<file path="config.mk">
export PLATFORM = sky130hd
export DESIGN_NAME = axis_step_pulse_generator_flat
export DESIGN_NICKNAME = d
export VERILOG_FILES = /design/src/aspg_pkg.sv /design/src/aspg_if.sv /design/src/aspg_csr.sv /design/src/aspg_core.sv /design/src/aspg_rsp_stage.sv /design/src/axis_step_pulse_generator.sv /design/src/flat_wrapper.sv
export SDC_FILE = /design/constraint.sdc
export NUM_CORES = 1
export LEC_CHECK = 0
export BUFFER_PORTS_ARGS = -buffer_cell sky130_fd_sc_hd__buf_2
export CORE_MARGIN = 2
export CORE_UTILIZATION = 27
export CTS_BUF_LIST = sky130_fd_sc_hd__clkbuf_16
export CTS_CLUSTER_DIAMETER = 150
export DETAILED_ROUTE_END_ITERATION = 8
export GPL_TIMING_DRIVEN = 0
export PLACE_DENSITY = 0.41
export SLEW_MARGIN = 0
export SYNTH_ARGS = -nofsm -noshare
export SYNTH_HDL_FRONTEND = slang
export SYNTH_SLANG_ARGS = --single-unit
export TNS_END_PERCENT = 20
</file>
<file path="constraint.sdc">
create_clock -name clock -period 5.5 [get_ports clock]
set_input_delay 0.825 -clock clock [delete_from_list [all_inputs] [get_ports clock]]
set_output_delay 0.825 -clock clock [all_outputs]
set_load 0.1 [all_outputs]
</file>
<file path="src/aspg_pkg.sv">
package aspg_pkg;

   localparam int unsigned EDGE_W     = 16;
   localparam int unsigned STEPS_W    = 15;
   localparam int unsigned FILTER_W   = 8;
   localparam int unsigned CSR_IDX_W  = 3;
   localparam int unsigned CSR_DATA_W = 16;

   // Configuration register indexes.
   localparam logic [CSR_IDX_W-1:0] CSR_STEP_TOTAL        = 3'd0;
   localparam logic [CSR_IDX_W-1:0] CSR_PROBE_MODE        = 3'd1;
   localparam logic [CSR_IDX_W-1:0] CSR_RUN_MODE          = 3'd2;
   localparam logic [CSR_IDX_W-1:0] CSR_EXIT_MODE         = 3'd3;
   localparam logic [CSR_IDX_W-1:0] CSR_EXIT_EDGES        = 3'd4;
   localparam logic [CSR_IDX_W-1:0] CSR_STOP_FILTER_TICKS = 3'd5;

   // Operation codes of an input item.
   localparam logic OP_TICK  = 1'b0;
   localparam logic OP_START = 1'b1;

   localparam logic [FILTER_W-1:0] FILTER_MAX = {FILTER_W{1'b1}};

   typedef struct packed {
      logic [STEPS_W-1:0]  step_total;
      logic                probe_mode;
      logic                run_mode;
      logic                exit_mode;
      logic [EDGE_W-1:0]   exit_edges;
      logic [FILTER_W-1:0] stop_filter_ticks;
   } cfg_type;

   typedef struct packed {
      logic operation;
      logic begin_stop_hit;
      logic end_stop_hit;
      logic tool_contact;
   } req_type;

   typedef struct packed {
      logic              step_level;
      logic              axis_on;
      logic              clock_running;
      logic              move_done;
      logic              stop_exited;
      logic [EDGE_W-1:0] edges_made;
   } rsp_type;

endpackage

</file>
<file path="src/aspg_if.sv">
interface aspg_req_if;
   logic valid;
   logic ready;
   logic operation;
   logic begin_stop_hit;
   logic end_stop_hit;
   logic tool_contact;

   modport source (output valid, output operation, output begin_stop_hit,
                   output end_stop_hit, output tool_contact, input ready);
   modport sink   (input valid, input operation, input begin_stop_hit,
                   input end_stop_hit, input tool_contact, output ready);
endinterface

interface aspg_rsp_if;
   logic                       valid;
   logic                       ready;
   logic                       step_level;
   logic                       axis_on;
   logic                       clock_running;
   logic                       move_done;
   logic                       stop_exited;
   logic [aspg_pkg::EDGE_W-1:0] edges_made;

   modport source (output valid, output step_level, output axis_on, output clock_running,
                   output move_done, output stop_exited, output edges_made, input ready);
   modport sink   (input valid, input step_level, input axis_on, input clock_running,
                   input move_done, input stop_exited, input edges_made, output ready);
endinterface

</file>
<file path="src/aspg_csr.sv">
module aspg_csr (
   input  logic                               clock,
   input  logic                               reset,
   input  logic                               csr_we,
   input  logic [aspg_pkg::CSR_IDX_W-1:0]     csr_index,
   input  logic [aspg_pkg::CSR_DATA_W-1:0]    csr_wdata,
   output aspg_pkg::cfg_type                  cfg
);

   aspg_pkg::cfg_type cfg_ff;
   aspg_pkg::cfg_type cfg_in;

   always_comb begin
      cfg_in = cfg_ff;
      if (csr_we) begin
         case (csr_index)
            aspg_pkg::CSR_STEP_TOTAL:
               cfg_in.step_total = csr_wdata[aspg_pkg::STEPS_W-1:0];
            aspg_pkg::CSR_PROBE_MODE:        cfg_in.probe_mode = csr_wdata[0];
            aspg_pkg::CSR_RUN_MODE:          cfg_in.run_mode   = csr_wdata[0];
            aspg_pkg::CSR_EXIT_MODE:         cfg_in.exit_mode  = csr_wdata[0];
            aspg_pkg::CSR_EXIT_EDGES:
               cfg_in.exit_edges = csr_wdata[aspg_pkg::EDGE_W-1:0];
            aspg_pkg::CSR_STOP_FILTER_TICKS:
               cfg_in.stop_filter_ticks = csr_wdata[aspg_pkg::FILTER_W-1:0];
            default: ;
         endcase
      end
   end

   always_ff @(posedge clock) begin
      if (reset) begin
         cfg_ff <= '0;
      end else begin
         cfg_ff <= cfg_in;
      end
   end

   assign cfg = cfg_ff;

endmodule

</file>
<file path="src/aspg_core.sv">
module aspg_core (
   input  logic              clock,
   input  logic              reset,
   input  logic              take,
   input  aspg_pkg::req_type req_item,
   input  aspg_pkg::cfg_type cfg,
   output aspg_pkg::rsp_type rsp_next
);

   logic [aspg_pkg::EDGE_W-1:0]   edge_ff, edge_in;
   logic                          step_ff, step_in;
   logic                          axis_ff, axis_in;
   logic                          tick_ff, tick_in;
   logic                          done_ff, done_in;
   logic                          exited_ff, exited_in;
   logic [aspg_pkg::FILTER_W-1:0] filt_ff, filt_in;

   logic [aspg_pkg::EDGE_W-1:0]   edge_limit;
   logic                          any_stop;
   logic                          filtering;
   logic                          halt;

   assign edge_limit = {cfg.step_total, 1'b0};
   assign any_stop   = req_item.begin_stop_hit | req_item.end_stop_hit;
   assign filtering  = cfg.run_mode | cfg.probe_mode;

   always_comb begin
      edge_in   = edge_ff;
      step_in   = step_ff;
      axis_in   = axis_ff;
      tick_in   = tick_ff;
      done_in   = done_ff;
      exited_in = exited_ff;
      filt_in   = filt_ff;
      halt      = 1'b0;
      if (req_item.operation == aspg_pkg::OP_START) begin
         // A start clears the move counters but leaves the step line level alone.
         edge_in   = '0;
         filt_in   = '0;
         done_in   = 1'b0;
         exited_in = 1'b0;
         axis_in   = 1'b1;
         tick_in   = 1'b1;
      end else if (tick_ff) begin
         if (edge_ff < edge_limit) begin
            step_in = ~step_ff;
            edge_in = edge_ff + 1'b1;
         end else begin
            done_in = 1'b1;
            halt    = 1'b1;
         end
         if (!edge_in[0] && cfg.probe_mode && req_item.tool_contact) begin
            done_in = 1'b1;
            halt    = 1'b1;
         end
         if (cfg.exit_mode && edge_in == cfg.exit_edges) begin
            halt      = 1'b1;
            exited_in = 1'b1;
         end else if (any_stop && filtering) begin
            if (filt_ff != aspg_pkg::FILTER_MAX) begin
               filt_in = filt_ff + 1'b1;
            end
            if (filt_in >= cfg.stop_filter_ticks) begin
               halt = 1'b1;
            end
         end else if (filtering) begin
            filt_in = '0;
         end
         if (halt) begin
            axis_in = 1'b0;
            tick_in = 1'b0;
         end
      end
   end

   always_ff @(posedge clock) begin
      if (reset) begin
         edge_ff   <= '0;
         step_ff   <= 1'b0;
         axis_ff   <= 1'b0;
         tick_ff   <= 1'b0;
         done_ff   <= 1'b0;
         exited_ff <= 1'b0;
         filt_ff   <= '0;
      end else if (take) begin
         edge_ff   <= edge_in;
         step_ff   <= step_in;
         axis_ff   <= axis_in;
         tick_ff   <= tick_in;
         done_ff   <= done_in;
         exited_ff <= exited_in;
         filt_ff   <= filt_in;
      end
   end

   always_comb begin
      rsp_next.step_level    = step_in;
      rsp_next.axis_on       = axis_in;
      rsp_next.clock_running = tick_in;
      rsp_next.move_done     = done_in;
      rsp_next.stop_exited   = exited_in;
      rsp_next.edges_made    = edge_in;
   end

   // The driver enable and the tick gate are always switched together.
   assert property (@(posedge clock) disable iff (reset) axis_ff == tick_ff)
      else $error("axis enable and tick gate disagree");

   // A tick that arrives while stopped leaves the step state untouched.
   assert property (@(posedge clock) disable iff (reset)
      (take && req_item.operation == aspg_pkg::OP_TICK && !tick_ff)
         |=> ($stable(edge_ff) && $stable(step_ff) && $stable(filt_ff)))
      else $error("tick changed state while stopped");

   // A start always leaves a fresh, running move behind it.
   assert property (@(posedge clock) disable iff (reset)
      (take && req_item.operation == aspg_pkg::OP_START)
         |=> (edge_ff == '0 && tick_ff && !done_ff && !exited_ff))
      else $error("start did not reset the move");

   // The exit flag is only raised together with a stop.
   assert property (@(posedge clock) disable iff (reset) $rose(exited_ff) |-> !tick_ff)
      else $error("exit flagged while still running");

endmodule

</file>
<file path="src/aspg_rsp_stage.sv">
module aspg_rsp_stage (
   input  logic              clock,
   input  logic              reset,
   input  logic              load,
   input  aspg_pkg::rsp_type item_in,
   output logic              space,
   aspg_rsp_if.source        rsp
);

   logic              valid_ff, valid_in;
   aspg_pkg::rsp_type item_ff;

   // The register can take a new item when empty or when its item leaves now.
   assign space    = !valid_ff || rsp.ready;
   assign valid_in = load || (valid_ff && !rsp.ready);

   always_ff @(posedge clock) begin
      if (reset) begin
         valid_ff <= 1'b0;
      end else begin
         valid_ff <= valid_in;
      end
   end

   always_ff @(posedge clock) begin
      if (load) begin
         item_ff <= item_in;
      end
   end

   assign rsp.valid         = valid_ff;
   assign rsp.step_level    = item_ff.step_level;
   assign rsp.axis_on       = item_ff.axis_on;
   assign rsp.clock_running = item_ff.clock_running;
   assign rsp.move_done     = item_ff.move_done;
   assign rsp.stop_exited   = item_ff.stop_exited;
   assign rsp.edges_made    = item_ff.edges_made;

endmodule

</file>
<file path="src/axis_step_pulse_generator.sv">
// A result item is registered and shown in the cycle after its item is accepted.
// Throughput: one item per cycle while the receiver holds ready high; the output
// register is refilled in the same cycle its item is taken.
// Reset: synchronous, active high; clears the move state, all configuration
// registers and the result valid flag. The step line starts low, the axis off.
module axis_step_pulse_generator (
   input  logic                            clock,
   input  logic                            reset,
   aspg_req_if.sink                        req_chan,
   aspg_rsp_if.source                      rsp_chan,
   input  logic                            csr_we,
   input  logic [aspg_pkg::CSR_IDX_W-1:0]  csr_index,
   input  logic [aspg_pkg::CSR_DATA_W-1:0] csr_wdata
);

   aspg_pkg::cfg_type cfg;
   aspg_pkg::req_type req_item;
   aspg_pkg::rsp_type rsp_next;
   logic              space;
   logic              take;

   // Configuration is held in its own register file and read by the core.
   aspg_csr u_csr (
      .clock     (clock),
      .reset     (reset),
      .csr_we    (csr_we),
      .csr_index (csr_index),
      .csr_wdata (csr_wdata),
      .cfg       (cfg)
   );

   always_comb begin
      req_item.operation      = req_chan.operation;
      req_item.begin_stop_hit = req_chan.begin_stop_hit;
      req_item.end_stop_hit   = req_chan.end_stop_hit;
      req_item.tool_contact   = req_chan.tool_contact;
   end

   // An item is taken whenever the result register has room for its result.
   assign req_chan.ready = space;
   assign take           = req_chan.valid && space;

   // The core holds the axis state and works out the next state of each item
   // in one pass; the same values become the item's result.
   aspg_core u_core (
      .clock    (clock),
      .reset    (reset),
      .take     (take),
      .req_item (req_item),
      .cfg      (cfg),
      .rsp_next (rsp_next)
   );

   aspg_rsp_stage u_rsp_stage (
      .clock   (clock),
      .reset   (reset),
      .load    (take),
      .item_in (rsp_next),
      .space   (space),
      .rsp     (rsp_chan)
   );

endmodule

</file>
<file path="src/flat_wrapper.sv">
// flat-port wrapper written by rule: the top's interface ports become plain ports
module axis_step_pulse_generator_flat 
  (clock, reset, csr_we, csr_index, csr_wdata, req_chan_valid, req_chan_operation, req_chan_begin_stop_hit, req_chan_end_stop_hit, req_chan_tool_contact, req_chan_ready, rsp_chan_valid, rsp_chan_step_level, rsp_chan_axis_on, rsp_chan_clock_running, rsp_chan_move_done, rsp_chan_stop_exited, rsp_chan_edges_made, rsp_chan_ready);
  aspg_req_if req_chan_i ();
  aspg_rsp_if rsp_chan_i ();
  input  logic clock;
  input  logic reset;
  input  logic csr_we;
  input  logic [aspg_pkg::CSR_IDX_W-1:0] csr_index;
  input  logic [aspg_pkg::CSR_DATA_W-1:0] csr_wdata;
  input wire logic [$bits(req_chan_i.valid)-1:0] req_chan_valid;
  input wire logic [$bits(req_chan_i.operation)-1:0] req_chan_operation;
  input wire logic [$bits(req_chan_i.begin_stop_hit)-1:0] req_chan_begin_stop_hit;
  input wire logic [$bits(req_chan_i.end_stop_hit)-1:0] req_chan_end_stop_hit;
  input wire logic [$bits(req_chan_i.tool_contact)-1:0] req_chan_tool_contact;
  output wire logic [$bits(req_chan_i.ready)-1:0] req_chan_ready;
  output wire logic [$bits(rsp_chan_i.valid)-1:0] rsp_chan_valid;
  output wire logic [$bits(rsp_chan_i.step_level)-1:0] rsp_chan_step_level;
  output wire logic [$bits(rsp_chan_i.axis_on)-1:0] rsp_chan_axis_on;
  output wire logic [$bits(rsp_chan_i.clock_running)-1:0] rsp_chan_clock_running;
  output wire logic [$bits(rsp_chan_i.move_done)-1:0] rsp_chan_move_done;
  output wire logic [$bits(rsp_chan_i.stop_exited)-1:0] rsp_chan_stop_exited;
  output wire logic [$bits(rsp_chan_i.edges_made)-1:0] rsp_chan_edges_made;
  input wire logic [$bits(rsp_chan_i.ready)-1:0] rsp_chan_ready;
  assign req_chan_i.valid = req_chan_valid;
  assign req_chan_i.operation = req_chan_operation;
  assign req_chan_i.begin_stop_hit = req_chan_begin_stop_hit;
  assign req_chan_i.end_stop_hit = req_chan_end_stop_hit;
  assign req_chan_i.tool_contact = req_chan_tool_contact;
  assign req_chan_ready = req_chan_i.ready;
  assign rsp_chan_valid = rsp_chan_i.valid;
  assign rsp_chan_step_level = rsp_chan_i.step_level;
  assign rsp_chan_axis_on = rsp_chan_i.axis_on;
  assign rsp_chan_clock_running = rsp_chan_i.clock_running;
  assign rsp_chan_move_done = rsp_chan_i.move_done;
  assign rsp_chan_stop_exited = rsp_chan_i.stop_exited;
  assign rsp_chan_edges_made = rsp_chan_i.edges_made;
  assign rsp_chan_i.ready = rsp_chan_ready;
  axis_step_pulse_generator u_core (.clock(clock), .reset(reset), .req_chan(req_chan_i), .rsp_chan(rsp_chan_i), .csr_we(csr_we), .csr_index(csr_index), .csr_wdata(csr_wdata));
endmodule
</file>
==> impl_results.md <==
* Ys async rst share at 0
* Crit share post-route at 0.6885
* Hold_buf cts at 0
* HPWL after detailed placement at 11.52 mm
* TritonCTS buffer count at 9
* Final hold slack at 458.0 ps
* Slew @ Worst Pin at 747.5 ps
* GR Overflow Total at 0
* First-pass GRT wire length at 23.55 mm
* Nets at 749
* Setup_tns at 0 ps
* Syn avg cell area at 8.276 um2
* Crit path arrival time at 4060 ps
* Crit start category: register
* Max Fclk at 264.1 MHz
* Later-pin clock latency in the skew report at 360 ps
* Clock skew at 13.11 ps
* Syn nets at 688
* Initial DRC Count at 287
* Routed wire per std cell at 15.15 um
* # H-tree levels at 3
* DRC at 0
* Post-synth EDFFs at 21
* Gate Count Post-Synth at 636
* RSZ-0062 raised after global routing: false
* Die Span X at 143.6 um
* Vias in the first global route at 4430
* Area Growth Syn to Fin at 16.97%
* Synth Flop Type: dfxtp_1
* Required time worst endpoint at 5780 ps
* Placed cell count at 951
* Critical Path Sink Type: register
* Total die area at 20630 um2
* Final-report hold violation count at 0
* Worst Hold Class: reg2reg
* First-pass detailed-route iteration total at 4
* Drt total wl at 14.65 mm
* Leak at 2.236 nW
* Final std cells w/o fill at 967
* CP max FO at 7
* DRT antenna net count at 0
* Share of post-route cells with drive strength above 1 at 0.1382
* Post-CTS setup buffer count at 0
* Clock sink total at 93
* IO Pins at 51
* Worst-path clk slew at 70 ps
* Post-CTS sizing at 0
* Hold Path Cell Cnt at 2
* Max-Slew Margin vs Limit at 0.5017
* Placed cell area at 5847 um2
* Diodes inserted at 0
* Commonest non-fill, non-tap cell in the layout: nand2_1
* Netlist cell types at 64
* CTS root buffer: clkbuf_16
* Initial Util at 0.2731
* Final Cell Area at 6157 um2
* CTS tree: built
* Routability congestion estimate at 0.9281
* CP Class: reg2reg
* Area of the mapped netlist at 5264 um2
* Cell Rows at 51
* Worst R2R Path Depth at 14
* Flops & latches, synth at 93
* Sequential area share after synthesis at 0.3936
* Via count at 4592
* Number of vias per cell at 4.749
* Initial antenna violation count at 0
* Max-slew violations at 0
* PortBufs at 50
* Synth warn at 0
* Core area at 19270 um2
* Maxcap violations at 0
* VDD IR max at 0.1449 mV
* Final setup viols at 0
* CTS max path bufs at 2
* Power Density at 253.1 nW/um2
* Min Clock Period, post-route at 3787 ps
* GRT Resource Usage Total at 0.1488
* Commonest non-fill, non-tap cells in the layout: nand2_1 (129), a21oi_1 (83), dfxtp_1 (72)
* Die height at 143.6 um
* Largest net degree at the start of global routing at 31
* Outcome: complete, no violations
[final timing paths]
| check | start | endpoint | slack [ps] |
|---|---|---|---|
| min reg2reg | u_core.u_csr.cfg[36] | u_core.u_csr.cfg[36] | 460 |
| min | u_core.u_csr.cfg[36] | u_core.u_csr.cfg[36] | 460 |
| max | u_core.u_core.filt_ff[0] | u_core.u_core.axis_ff | 1710 |
| max reg2reg | u_core.u_core.filt_ff[0] | u_core.u_core.axis_ff | 1710 |
[per-stage QoR]
stage	utilization	total power, mW	worst slack (ps)
3_5_place_dp	0.3034	0.9298	1711
2_1_floorplan	-	0.8752	2034
3_3_place_gp	0.3033	0.9293	1673
6_report	0.3195	1.558	1713
5_1_grt	0.3195	1.613	1214
4_1_cts	0.3195	1.582	1652
[worst max-delay path: stages (launching register included)]
cell	delay, ps
dfxtp_1	410
ha_1	230
nand2_1	100
nor4_1	430
nand3_1	350
o21ai_0	360
ha_1	300
a21o_1	160
a21o_1	170
a211oi_1	230
o21ai_0	130
o211ai_1	130
a21oi_1	140
or3_4	360
a311oi_2	230
[kinds of logic (layout without fill, tap and decap cells)]
family | Yosys count | after routing | synth area share
flops | 93 | 93 | 0.3936
compound gates | 140 | 140 | 0.1647
xor+xnor | 41 | 41 | 0.06822
fa+ha+maj | 24 | 24 | 0.05705
simple gates | 261 | 261 | 0.2505
buf+inv | 72 | 138 | 0.05538
mux | 5 | 5 | 0.01046
[layout make-up]
class                   count  area (um2)
well taps                 265       331.6
repair buffers             50       250.2
flip-flops and latches     93        2072
plain buffers              36       157.7
fillers                  2134       13110
clock buffers              11       275.3
inverters                  36       135.1
multi-input cells         471        2900
clock inverters             5       35.03
[synthesized netlist by cell type (all sizes together), types with 6 or more instances]
| library cell | instances | share of area |
|---|---|---|
| nand4 | 16 | 0.020 |
| xor2 | 17 | 0.028 |
| xnor2 | 24 | 0.040 |
| o21ai | 13 | 0.013 |
| nor2 | 37 | 0.027 |
| nand2 | 129 | 0.092 |
| nor3 | 14 | 0.015 |
| nor4 | 7 | 0.018 |
| dfxtp | 72 | 0.27 |
| clkbuf | 26 | 0.019 |
| o2bb2ai | 7 | 0.012 |
| ha | 24 | 0.057 |
| a211oi | 7 | 0.012 |
| a21oi | 83 | 0.079 |
| nand3 | 18 | 0.023 |
| inv | 36 | 0.026 |
| edfxtp | 21 | 0.12 |
| a21o | 6 | 0.0086 |
| buf | 10 | 0.011 |
| or3 | 9 | 0.012 |
[state kept, by name (all words and copies together), names as in the netlist]
name and cells:
u_core.u_core.axis_ff 1, u_core.u_core.done_ff 1, u_core.u_core.edge_ff 16, u_core.u_core.exited_ff 1, u_core.u_core.filt_ff 8, u_core.u_core.step_ff 1
u_core.u_core.tick_ff 1, u_core.u_csr.cfg 42, u_core.u_rsp_stage.rsp.axis_on 1, u_core.u_rsp_stage.rsp.clock_running 1, u_core.u_rsp_stage.rsp.edges_made 16, u_core.u_rsp_stage.rsp.move_done 1
u_core.u_rsp_stage.rsp.step_level 1, u_core.u_rsp_stage.rsp.stop_exited 1, u_core.u_rsp_stage.rsp.valid 1
[report_power, final]
part           internal, mW  switching, mW  total (mW)
clock network         0.364          0.283       0.646
logic                0.0449          0.146       0.191
registers             0.714        0.00740       0.721
total                  1.12          0.436        1.56
[per-layer routing]
| metal | share of wire | global-route usage | vias up |
|---|---|---|---|
| li1 | - | - | 2338 |
| met1 | 0.48 | 0.1999 | 2144 |
| met2 | 0.46 | 0.2358 | 91 |
| met3 | 0.043 | 0.02233 | 19 |
| met4 | 0.025 | 0.06760 | 0 |
| met5 | 0 | 0 | - |
(Power assumes the default switching activity.)
